File: src/design/tsg_pkg.sv
// shared widths, reciprocal constants and types for the triangle setup pipeline
package tsg_pkg;

  localparam int unsigned CoordW    = 32;
  localparam int unsigned RootW     = 32;
  localparam int unsigned RadicandW = 64;
  localparam int unsigned QuoW      = 17;
  localparam int unsigned DivNumW   = 49;
  localparam int unsigned FracW     = 18;
  localparam int unsigned R2W       = 48;
  localparam int unsigned InTdataW  = 288;
  localparam int unsigned OutTdataW = 272;

  // floor(u/3) = (u * RecipThree) >> 35 for u below 2^35
  localparam logic [33:0] RecipThree   = 34'd11453246123;
  // floor(u/9) = (u * RecipNine) >> 55 for u below 2^51
  localparam logic [51:0] RecipNine    = 52'd4003199668773775;

  localparam logic [FracW-1:0] QOne        = 18'd65536;
  localparam logic [15:0]      MinLenReset = 16'd1;

  typedef logic [QuoW-1:0] quo_t;

endpackage

File: src/design/tsg_isqrt.sv
// pipelined integer square root, one result bit per stage
module tsg_isqrt (
  input  logic                              clk_i,
  input  logic                              en_i,
  input  logic [tsg_pkg::RadicandW-1:0]     rad_i,
  output logic [tsg_pkg::RootW-1:0]         root_o
);

  localparam int unsigned RW = tsg_pkg::RadicandW;
  localparam int unsigned QW = tsg_pkg::RootW;

  logic [RW-1:0] rem_q  [QW];
  logic [QW-1:0] root_q [QW];

  for (genvar j = 0; j < QW; j++) begin : g_stg
    localparam int unsigned Bit = QW - 1 - j;
    logic [RW-1:0] rem_in;
    logic [QW-1:0] root_in;
    logic [RW+1:0] trial;

    if (j == 0) begin : g_first
      assign rem_in  = rad_i;
      assign root_in = '0;
    end else begin : g_next
      assign rem_in  = rem_q[j-1];
      assign root_in = root_q[j-1];
    end

    // (root + 2^b)^2 - root^2
    assign trial = ((RW+2)'(root_in) << (Bit + 1)) + ((RW+2)'(1) << (2 * Bit));

    // try this bit of the root
    always_ff @(posedge clk_i) begin
      if (en_i) begin
        if ({2'b00, rem_in} >= trial) begin
          rem_q[j]  <= rem_in - trial[RW-1:0];
          root_q[j] <= root_in | (QW'(1) << Bit);
        end else begin
          rem_q[j]  <= rem_in;
          root_q[j] <= root_in;
        end
      end
    end
  end

  assign root_o = root_q[QW-1];

endmodule

File: config.mk
export PLATFORM = sky130hd
export DESIGN_NAME = tsg_isqrt
export DESIGN_NICKNAME = d
export VERILOG_FILES = /design/src/design/tsg_pkg.sv /design/src/design/tsg_isqrt.sv
export SDC_FILE = /design/constraint.sdc
export NUM_CORES = 2
export LEC_CHECK = 0
export BUFFER_PORTS_ARGS = -buffer_cell sky130_fd_sc_hd__buf_2
export CAP_MARGIN = 10
export CORE_ASPECT_RATIO = 1.75
export CORE_MARGIN = 8
export CORE_UTILIZATION = 36
export DETAILED_ROUTE_END_ITERATION = 10
export GPL_TIMING_DRIVEN = 1
export REMOVE_ABC_BUFFERS = 1
export SLEW_MARGIN = 20
export SYNTH_ARGS = -nofsm -noshare
export SYNTH_HDL_FRONTEND = slang
export SYNTH_SLANG_ARGS = --single-unit
File: constraint.sdc
create_clock -name clk_i -period 5.9 [get_ports clk_i]
set_input_delay 0.59 -clock clk_i [delete_from_list [all_inputs] [get_ports clk_i]]
set_output_delay 0.59 -clock clk_i [all_outputs]
set_load 0.01 [all_outputs]
**Word level (Yosys, flattened, before mapping)**

Memory sizes are Yosys's and may differ from the RTL's.
Index checks and enable logic that the tools add are counted.
W data, S select, Z words.

- ROM bits: 0
- Output and inout port bits: 32
- Memories: 2
- Latch bits: 0
- Logic and storage cells: 417
- Input bits: 66
- Bits in writable memories: 3,072
- Flip-flop bits (word level): 0

Memories:

| name | words | bits a word | rd ports | clocked after memory_dff | write ports | RTL line | source |
|---|---|---|---|---|---|---|---|
| rem_q | 32 | 64 | 31 | 0 | 32 | tsg_isqrt.sv:12 | `logic [RW-1:0] rem_q [QW];` |
| root_q | 32 | 32 | 32 | 0 | 32 | tsg_isqrt.sv:13 | `logic [QW-1:0] root_q [QW];` |

- Mux-type cells: 256
- Shift operators: 0
- Eq/ne operators: 0
- Add/sub/neg operators: 63
- Order comparisons: 32
- Bitwise logic cells: 64
- $mul: 0
- Div/mod/pow operators: 0
- Reduce and logical (&&, ||, !) cells: 0

Operators with widths:

| kind | number |
|---|---|
| $mux W64 | 32 |
| $mux W32 | 32 |
| $mux W1 | 192 |
| $add A63 B61 Y64 const B | 1 |
| $ge A64 B34 Y1 | 1 |
| $ge A64 B35 Y1 | 1 |
| $ge A64 B36 Y1 | 1 |
| $ge A64 B37 Y1 | 1 |
| $ge A64 B38 Y1 | 1 |
| $ge A64 B39 Y1 | 1 |
| $ge A64 B40 Y1 | 1 |
| $ge A64 B41 Y1 | 1 |
| $ge A64 B42 Y1 | 1 |
| $ge A64 B43 Y1 | 1 |
| $ge A64 B44 Y1 | 1 |
| $ge A64 B45 Y1 | 1 |
| $ge A64 B46 Y1 | 1 |
| $ge A64 B47 Y1 | 1 |
| $ge A64 B48 Y1 | 1 |
| $ge A64 B49 Y1 | 1 |
| $ge A64 B50 Y1 | 1 |
| $ge A64 B51 Y1 | 1 |
| $ge A64 B52 Y1 | 1 |
| $ge A64 B53 Y1 | 1 |
| other kinds (75) | 138 |

**Depth between registers and ports, before layout**

An unclocked memory read counts as a cell.

- Word-level depth: 7
- Mapped depth: 16
- Depth with buffers taken out: 14

**Worst setup path after synthesis**

No wires, ideal clock.

- Path kind: in2reg
- Start: input port en_i
- End: memory rem_q[1][768] (netlist bit) (enable)
- Buffers on the path: 4
- Required time: 5.415 ns
- Stages: 4
- Path slack: 1.444 ns
- Arrival: 3.971 ns
- Library setup time: 0.485 ns
- Cell sequence: clkbuf_1 clkbuf_1 clkbuf_1 clkbuf_1

RTL lines:

| what | RTL line | source |
|---|---|---|
| start, declared | tsg_isqrt.sv:4 | `input logic en_i,` |
| end, declared | tsg_isqrt.sv:12 |  |

==> flow_summary.yaml <==
run_status:
  status: "finished clean"
cts:
  cts_num_sinks: 2512
  clk_latency_ns: 0.99
  cts_buffers: 247
  holdBufCountCts: 63
  clkTransAtPathRegs_ns: 0.06
  root_buffer: "clkbuf_16"
  cts_resized: 0
  cts_setup_buffers: 0
  h-tree-depth: 4
  cts_tree: "yes"
  cts_buffer_depth: 4
die:
  die_h_um: 783.6
  start_util_pct: 36.09
  core_area_mm2: 0.3359
  num_rows: 282
  floorplan.die.width_um: 454.7
  die_area_mm2: 0.3563
  pin_count: 98
yosys:
  yosys_warnings: 0
  synth_seq_cells: 2512
  yosys_most_used_dff: "edfxtp_1"
  synth_edf_count: 2512
  syn_inst: 9770
  async_reset_ff_share_pct: 0
  seq_area_frac_synth_pct: 62.23
  synth_cell_types: 90
  syn_area_mm2: 0.1212
  syn_avg_cell_area_um2: 12.41
final_layout:
  layout.cells.most_common: "edfxtp_1"
  drive_above_1_share_pct: 7.078
  final_cell_mix: "edfxtp_1, nand2_1, inv_1"
  postLayoutCoreUtil_pct: 40.67
  nets: 10710
  post-route-cell-area_mm2: 0.1366
  area_growth_pct: 12.69
global_route:
  grt_max_degree: 173
  grt_pass1_vias: 84120
  grt_pass1_wl_mm: 544.6
  grt_antenna_before_repair: 28
  grt_overflow_total: 0
  gr-usage-all-layers_pct: 21.16
power:
  power_frac_comb_pct: 22.4
  power_density_mw_per_mm2: 383.9
  seq_power_share_pct: 47.0
  ir_drop_mv: 0.3443
  p_sw_mw: 16.26
  switching_share_pct: 31.00
  clock_power_share_pct: 30.6
  leakagePower_nw: 50.42
  cell_internal_pwr_mw: 36.18
place:
  gp_congestion: 1.077
  portBuffers: 97
  postPlaceCellArea_mm2: 0.1277
  dp_hpwl_mm: 304.0
routing:
  wl_mm: 388.3
  drt-initial-drc-count: 4450
  drc: 0
  vias_per_cell: 5.388
  vias: 79330
  ant_nets: 0
  firstDrtPassIters: 6
  drt-wirelength-per-cell_um: 26.37
sta:
  tightest_slew_ns: 1.248
  worst_clock_skew_ns: 0.1324
  finalSetupViolations: 0
  timing.fmax_ghz: 0.1982
  tns_ns: 0
  fin_crit_sh_pct: 85.50
  whs_ns: 0.1807
  period_minus_slack_ns: 5.045
  final_hold_viol_count: 0
  rsz0062_at_grt: "no"
  drv_slew: 0
  maxSlewHeadroom_pct: 16.06
critical_path:
  cp_slowest_cell: "nor4_1"
  path_max_fanout: 9
  crit_path_cell_trace: "ha_1 > nor2b_1 > nand4_1 > nor4_1 > nand4_1 > nand4_1 > a221o_1 > nand3_1 > or3_1 > nor4_1 > xor2_1"
  crit_family: "simple AND/OR/NAND/NOR gates"
  critical_path_required_ns: 6.53
  arrival_ns: 5.67
  slowest_delay_ns: 0.63
  critical_path_buf_inv_count: 0
  cp_common_cell: "nand4_1"
  critPathKind: "register to register"
  worstSetupEndpointType: "register"
  worstSetupStartpointType: "register"
worst_hold_path:
  hold_path_class: "input port to register"
job:
  drv_cap: 0
==> Yosys cell counts (all sizes together) (21+ instances only) <==
library cell	n	share of area, %
edfxtp	2512	62
nand2	713	2.2
inv	701	2.2
nor2	581	1.8
ha	558	5.8
a21oi	537	2.2
o21ai	529	2.2
xor2	474	3.4
xnor2	404	2.9
nor4	373	1.9
nor3	277	1.1
a21o	224	1.4
clkbuf	204	0.63
nand3	163	0.67
nand4	146	0.75
o21a	135	0.84
or3	122	0.63
nand2b	113	0.58
or4	100	0.63
nor2b	79	0.41
and3	61	0.31
nor4b	61	0.44
o31ai	53	0.33
o21bai	48	0.30
a31oi	47	0.24
mux2	41	0.38
nand4b	37	0.27
a21boi	35	0.22
or2	35	0.18
o211ai	33	0.21
a211oi	32	0.20
and2	28	0.14
buf	25	0.092
nand3b	21	0.13
==> metal layers <==
metal  vias up  track usage, %  wire, µm  part of all wire (%)
met5         -               0       134                 0.035
met4        18           26.61     60230                    16
met3      1331           3.187     12300                   3.2
met2      2163           43.99    226600                    58
met1     38550           12.56     88960                    23
li1      37260               -         -                     -
==> power by group through the flow <==
stage	clock network (mW)	logic [mW]	registers, mW
floorplan	0	7.62	23.9
global placement	0	11.3	24.9
detailed placement	0	11.5	24.9
CTS	16.4	11.6	24.6
global route	16.9	12.8	24.8
finish	16.1	11.7	24.6
==> sequential cells by signal, indices dropped and copies added (netlist names) <==
register,count
rem_q,1984
root_q,528
==> worst paths after layout <==
check	startpoint	to	slack, ns	cells after the start
max	rem_q[1][802]$_DFFE_PP_	rem_q[1][893]$_DFFE_PP_	0.86	11
min	rad_i[63]	rem_q[0][63]$_DFFE_PP_	0.18	3
max reg2reg	rem_q[1][802]$_DFFE_PP_	rem_q[1][893]$_DFFE_PP_	0.86	11
min reg2reg	root_q[0][403]$_SDFFCE_PN1P_	root_q[0][435]$_DFFE_PP_	0.35	0
==> layout make-up <==
cell class | count | area, µm²
clock buffer | 291 | 6431
clock inverter | 145 | 1618
inverter | 702 | 2635
sequential | 2512 | 75430
fill | 31040 | 199300
tap | 4402 | 5508
timing repair buffer | 294 | 2318
multi-input combinational | 6327 | 42530
antenna | 50 | 125.1
==> stage by stage <==
step | cells | setup slack, ns | power, mW
6_report | 14720 | 0.8553 | 52.44
5_1_grt | 14710 | 0.7851 | 54.49
4_1_cts | 14670 | 0.8587 | 52.53
3_5_place_dp | 14170 | 0.8667 | 36.46
3_3_place_gp | 14170 | 0.09713 | 36.18
2_1_floorplan | 9541 | 0.4919 | 31.56
==> worst register-to-register path: cells and delay by family (launching register included) <==
kind	cells	cell delay, ns
simple gates	8	3.25
xor+xnor	1	0.12
flops	1	0.40
fa+ha+maj	1	0.49
compound gates	1	0.54
==> cell families (layout without fill, tap and decap cells) <==
logic type / after synthesis / in the layout / share of synthesized area, %
xor gates and xnor gates: 878 / 878 / 6.344
adders and majority gates: 558 / 558 / 5.759
DFF: 2512 / 2512 / 62.23
muxes: 52 / 52 / 0.4717
buffers and inverters: 931 / 1432 / 2.897
AOI/OAI and AO/OA: 1870 / 1870 / 9.624
other: 0 / 50 / 0
and+or+nand+nor: 2969 / 2969 / 12.68
Note: power is estimated with default switching activity, not from simulation.
