[src/design/tsg_pkg.sv]
// shared widths, reciprocal constants and types for the triangle setup pipeline
package tsg_pkg;

  localparam int unsigned CoordW    = 32;
  localparam int unsigned RootW     = 32;
  localparam int unsigned RadicandW = 64;
  localparam int unsigned QuoW      = 17;
  localparam int unsigned DivNumW   = 49;
  localparam int unsigned FracW     = 18;
  localparam int unsigned R2W       = 48;
  localparam int unsigned InTdataW  = 288;
  localparam int unsigned OutTdataW = 272;

  // floor(u/3) = (u * RecipThree) >> 35 for u below 2^35
  localparam logic [33:0] RecipThree   = 34'd11453246123;
  // floor(u/9) = (u * RecipNine) >> 55 for u below 2^51
  localparam logic [51:0] RecipNine    = 52'd4003199668773775;

  localparam logic [FracW-1:0] QOne        = 18'd65536;
  localparam logic [15:0]      MinLenReset = 16'd1;

  typedef logic [QuoW-1:0] quo_t;

endpackage

[src/design/tsg_div.sv]
// pipelined restoring divider for q1.16 ratios, one quotient bit per stage
module tsg_div (
  input  logic                            clk_i,
  input  logic                            en_i,
  input  logic [tsg_pkg::DivNumW-1:0]     num_i,
  input  logic [tsg_pkg::RootW-1:0]       den_i,
  output tsg_pkg::quo_t                   quo_o
);

  localparam int unsigned QW = tsg_pkg::QuoW;
  localparam int unsigned DW = tsg_pkg::RootW;
  localparam int unsigned NW = tsg_pkg::DivNumW;

  logic [DW-1:0] rem_q [QW];
  logic [QW-1:0] low_q [QW];
  logic [DW-1:0] den_q [QW];
  logic [QW-1:0] quo_q [QW];

  for (genvar j = 0; j < QW; j++) begin : g_stg
    localparam int unsigned Bit = QW - 1 - j;
    logic [DW-1:0] rem_in;
    logic [QW-1:0] low_in;
    logic [DW-1:0] den_in;
    logic [QW-1:0] quo_in;
    logic [DW:0]   trial;
    logic          fits;

    if (j == 0) begin : g_first
      assign rem_in = num_i[NW-1:QW];
      assign low_in = num_i[QW-1:0];
      assign den_in = den_i;
      assign quo_in = '0;
    end else begin : g_next
      assign rem_in = rem_q[j-1];
      assign low_in = low_q[j-1];
      assign den_in = den_q[j-1];
      assign quo_in = quo_q[j-1];
    end

    // bring down the next dividend bit and compare
    assign trial = {rem_in, low_in[Bit]};
    assign fits  = trial >= {1'b0, den_in};

    always_ff @(posedge clk_i) begin
      if (en_i) begin
        rem_q[j] <= fits ? DW'(trial - {1'b0, den_in}) : trial[DW-1:0];
        low_q[j] <= low_in;
        den_q[j] <= den_in;
        quo_q[j] <= quo_in | (QW'(fits) << Bit);
      end
    end
  end

  assign quo_o = quo_q[QW-1];

endmodule

[config.mk]
export PLATFORM = sky130hd
export DESIGN_NAME = tsg_div
export DESIGN_NICKNAME = d
export VERILOG_FILES = /design/src/design/tsg_pkg.sv /design/src/design/tsg_div.sv
export SDC_FILE = /design/constraint.sdc
export NUM_CORES = 2
export LEC_CHECK = 0
export CAP_MARGIN = 20
export CELL_PAD_IN_SITES_DETAIL_PLACEMENT = 2
export CELL_PAD_IN_SITES_GLOBAL_PLACEMENT = 2
export CORE_MARGIN = 3
export CORE_UTILIZATION = 40
export CTS_BUF_LIST = sky130_fd_sc_hd__clkbuf_16
export DETAILED_ROUTE_END_ITERATION = 16
export DONT_BUFFER_PORTS = 1
export GPL_TIMING_DRIVEN = 0
export PLACE_DENSITY_LB_ADDON = 0.1
export SETUP_SLACK_MARGIN = 0.15
export SLEW_MARGIN = 20
export SYNTH_ARGS = -nofsm -noshare
export SYNTH_HDL_FRONTEND = slang
export SYNTH_SLANG_ARGS = --single-unit
[constraint.sdc]
create_clock -name clk_i -period 3.5 [get_ports clk_i]
set_input_delay 0.35 -clock clk_i [delete_from_list [all_inputs] [get_ports clk_i]]
set_output_delay 0.35 -clock clk_i [all_outputs]
set_load 0.005 [all_outputs]
== Word level (Yosys, flattened, before mapping) ==
Memory sizes are Yosys's and may differ from the RTL's.
Cells that the tools add are included.

* $add $sub $neg: 17
* Order comparisons: 17
* Muxes and demuxes: 19
* Bitwise operators: 16

{| class="wikitable"
|+ Operator list
! cell !! number
|-
| $ge 33x32->1 || 17
|-
| $mux 32 || 17
|-
| $sub 32x32->32 || 17
|-
| $or 17x1->17 || 1
|-
| $or 17x10->17 || 1
|-
| $or 17x11->17 || 1
|-
| $or 17x12->17 || 1
|-
| $or 17x13->17 || 1
|-
| $or 17x14->17 || 1
|-
| $or 17x15->17 || 1
|-
| $or 17x16->17 || 1
|-
| $or 17x2->17 || 1
|-
| $or 17x3->17 || 1
|-
| $or 17x4->17 || 1
|-
| $or 17x5->17 || 1
|-
| $or 17x6->17 || 1
|-
| $or 17x7->17 || 1
|-
| $or 17x8->17 || 1
|-
| $or 17x9->17 || 1
|-
| $mux 1 || 2
|}

* Register bits after elaboration: 0
* Bits in writable memories: 1,666
* Input port bits: 83
* Output and inout port bits: 17
* Word-level logic and storage cells: 73
* Memories: 4

{| class="wikitable"
|+ Memory list
! name !! depth !! width !! read ports !! clocked after memory_dff !! wr ports !! RTL line !! RTL
|-
| den_q || 17 || 32 || 16 || 0 || 17 || tsg_div.sv:16 || <nowiki>logic [DW-1:0] den_q [QW];</nowiki>
|-
| rem_q || 17 || 32 || 16 || 0 || 17 || tsg_div.sv:14 || <nowiki>logic [DW-1:0] rem_q [QW];</nowiki>
|-
| low_q || 17 || 17 || 16 || 0 || 17 || tsg_div.sv:15 || <nowiki>logic [QW-1:0] low_q [QW];</nowiki>
|-
| quo_q || 17 || 17 || 17 || 0 || 17 || tsg_div.sv:17 || <nowiki>logic [QW-1:0] quo_q [QW];</nowiki>
|}

== Longest topological paths before layout ==
An unclocked memory read counts as a cell.

* Word-level depth: 3
* Gate-level depth with buffers: 16
* Gate-level depth less buffers: 13

== Worst setup path after synthesis ==
Ideal clock, no wire load.

* Path type: reg-to-reg
* From: memory den_q[0][64] (netlist name)
* To: memory rem_q[0][126] (netlist name) (data pin)
* Setup time: 260 ps
* Data arrival time: 3,056 ps
* Data required time: 3,240 ps
* Path slack: 184 ps
* Cell stages (with the launch flop): 13
* Buffers on the path: 0
* Clock period less this slack: 3,316 ps
* Path through: edfxtp_1 > ha_1 > fa_1 > nand2b_1 > a21oi_1 > o21ai_0 > a211oi_1 > a2bb2oi_1 > a221o_1 > a2111oi_0 > o41ai_1 > xor2_1 > mux2_2

{| class="wikitable"
|+ RTL lines
! element !! RTL line
|-
| from (decl) || tsg_div.sv:16
|-
| to (decl) || tsg_div.sv:14
|}

==> impl_metrics.csv <==
group,metric,value,unit
clocking,worstSkewPairLatency,0.81,ns
synthesis,synth_top_area_share,0.540,
synthesis,postSynthAreaPerCell,11.3,um2
pwr,p_leak,37.5,nW
die,design.die.area,188000,um2
synthesis,synth_edf_count,1313,
timing,clock_skew,0.0234,ns
clocking,cts_max_path_buffers,3,
grt,antenna_found_initial,3,
routing,drc,0,
place,portBuffers,0,
synthesis,synth_cell_types,94,
flow_run,maxCapViolCount,0,
routing,totalWireLength,259,mm
synthesis,netlist_top_cells_area,"edfxtp_1, ha_1, inv_1, a21oi_1, o21ai_0",
grt,grt_max_degree,284,
synthesis,seq_area_frac_synth,0.540,
timing,rsz0062_at_grt,"yes",
routing,vias,54200,
die,die_h,433,um
clocking,cts.sinks,1313,
grt,grt_overflow,0,
routing,wl_per_cell,26.8,um
synthesis,synthesis.area,73100,um2
layout,area_growth,25.7,%
synthesis,syn_inst,6445,
pwr,ir_drop,0.591,mV
worst_setup_path,cp-start-kind,"flip-flop",
synthesis,synth_async_sr_flop_share,0,
layout,final_net_count,7793,
clocking,cts_made_buffers,157,
routing,first_pass_iters,5,
pwr,power_frac_clock,0.170,
routing,ant_nets,0,
pwr,p_switching,0.0385,W
pwr,internal-power,0.0560,W
synthesis,ys_ff_latch,1313,
routing,via_per_inst,5.62,
die,ios,100,
synthesis,yosysMostFrequentCell,"edfxtp_1",
timing,fin_crit,3.79,ns
worst_setup_path,path_max_fanout,5,
place,gp_congestion,0.863,
synthesis,syn_nets,7088,
timing,worst_slack,-0.295,ns
pwr,p_comb_frac,0.549,
timing,fin_crit_sh,1.08,
clocking,h-tree-depth,4,
die,fp.dieW,433,um
timing,fmax,264,MHz
clocking,path_clk_slew,0.06,ns
synthesis,ys.flop_type,"edfxtp_1",
timing,maxSlewHeadroom,0.166,
place,dpl_cell_area,76300,um2
routing,drt_iter0_drc,3392,
layout,fin_util,0.507,
grt,grt_pass1_vias,59200,
pwr,p_per_area,1030,nW/um2
die,start_util,0.403,
run_status,violations,"setup timing",
timing,hold_viol_final,0,
min_path,hold_class,"primary input to flip-flop",
timing,worst_slew_pin_slew,1.25,ns
layout,drive_gt1_frac,0.226,
timing,setup_violations,103,
synthesis,yosysWarnings,0,
die,core-area,181000,um2
layout,fin_area,91900,um2
clocking,cts_tree,"done",
synthesis,synth_commonest_cells,"edfxtp_1, inv_1, ha_1, nand2_1, a21oi_1",
grt,grtUsageTotal,0.259,
worst_setup_path,cp.arrival,4.33,ns
die,rows,156,
pwr,sw_frac_of_total,0.408,
run_status,status,"complete, but fails checks",
pwr,power.total,0.0945,W
pwr,seq_power_share,0.281,
clocking,cts-root-buf,"clkbuf_16",
place,hpwl,175,mm
worst_setup_path,critPathKind,"flip-flop to flip-flop",
worst_setup_path,worstPathRequired,4.04,ns
timing,slew_viol_final,0,
worst_setup_path,worstSetupEndpointType,"flip-flop",
grt,grt_first_pass_wirelength,371,mm
synthesis,yosys.area.top_type,"edfxtp_1",
layer usage:
metal / vias to the layer above / routed length, um / global-route usage / share of wire
li1: 25000 / - / - / -
met1: 27800 / 102000 / 0.304 / 0.39
met2: 1006 / 137000 / 0.477 / 0.53
met3: 453 / 7430 / 0.0270 / 0.029
met4: 0 / 12600 / 0.113 / 0.049
met5: - / 0 / 0 / 0
through the flow:
stage / std cells / TNS [ns] / worst slack, ns / hold WS (ns)
floorplan: 6445 / 0 / 0.184 / 0.400
global route: 9643 / -28.47 / -0.374 / 0.00895
global placement: 8815 / -437.13 / -1.51 / 0.400
CTS: 9465 / -8.72 / -0.268 / -0.297
finish: 9644 / -14.75 / -0.295 / 0.0149
detailed placement: 8823 / -439.60 / -1.54 / 0.405
timing repair:
item / in CTS / in global routing
hold buffers: 81 / 1
endpoints found under the setup margin: 526 / 508
buffers inserted: 269 / 167
gates resized for setup: 875 / 574
pin swaps: 176 / 237
cloned: 10 / 9
endpoints found under the hold margin: 208 / 1
worst paths after layout:
kind                  from  cells after the start             to  slack (ns)
max           rem_q[0][57]                     15   rem_q[0][84]       -0.29
min              num_i[16]                      3    rem_q[0][0]        0.01
max reg2reg   rem_q[0][57]                     15   rem_q[0][84]       -0.29
min reg2reg  low_q[0][141]                      0  low_q[0][158]        0.42
critical path, cell delays in order (launching register included):
cell	delay [ns]
edfxtp_1	0.47
ha_4	0.36
nand3_4	0.17
or4_4	0.63
o41ai_4	0.57
a21o_1	0.20
a21oi_2	0.05
nor2b_1	0.11
o21ai_1	0.08
o311a_1	0.14
buf_6	0.15
buf_12	0.13
buf_12	0.14
buf_12	0.16
nand2_4	0.07
o31ai_4	0.06
power groups by stage:
stage / Combinational (W) / Clock (W) / Sequential [W]
detailed placement: 0.0367 / 0 / 0.0265
CTS: 0.0455 / 0.0163 / 0.0263
finish: 0.0519 / 0.0160 / 0.0265
global route: 0.0559 / 0.0170 / 0.0268
global placement: 0.0348 / 0 / 0.0263
floorplan: 0.0257 / 0 / 0.0248
layout make-up:
type	count	area (um2)
Sequential cell	1313	39400
Antenna cell	1	2.50
Buffer	165	1550
Inverter	689	2630
Fill cell	17600	89300
Clock inverter	121	926
Multi-Input combinational cell	4277	35100
Timing Repair Buffer	547	5250
Clock buffer	161	4030
Tap cell	2370	2970
cells in the final DEF (no fill, tap or decap), types with 42 or more instances in the layout:
cell type         n
o21ai_2          60
mux2_4          104
nand4_1          90
nand3_1          90
a21o_1          276
o21ai_1          57
nor2b_1          61
nand2b_1         56
nor2_1          228
inv_1           696
ha_1            434
nand2_1         497
clkbuf_2         42
buf_4           388
edfxtp_1       1313
o21ai_0         349
o21bai_1         63
o21a_1           54
a21oi_1         395
a21oi_2          53
dlygate4sd3_1    81
and3_1           51
xnor2_1         242
xor2_1          192
buf_6            47
clkbuf_16       176
mux2_2           73
ha_4             75
registers in the layout, summed over array words and instances (netlist names):
signal  cells
den_q     512
rem_q     512
low_q     136
quo_q     153
cells by family (layout without fill, tap and decap cells):
family | count (synthesis) | after routing | share of synthesized area
multiplexers | 185 | 185 | 0.0284
AND/OR/NAND/NOR | 1371 | 1371 | 0.0892
adder cells (fa/ha/maj) | 560 | 560 | 0.0975
flip-flops | 1313 | 1313 | 0.540
other | 0 | 1 | 0
XOR/XNOR | 437 | 437 | 0.0524
AO/OA/AOI/OAI | 1724 | 1724 | 0.148
buffers and inverters | 855 | 1683 | 0.0452
Power figures use the tool's default switching activity.
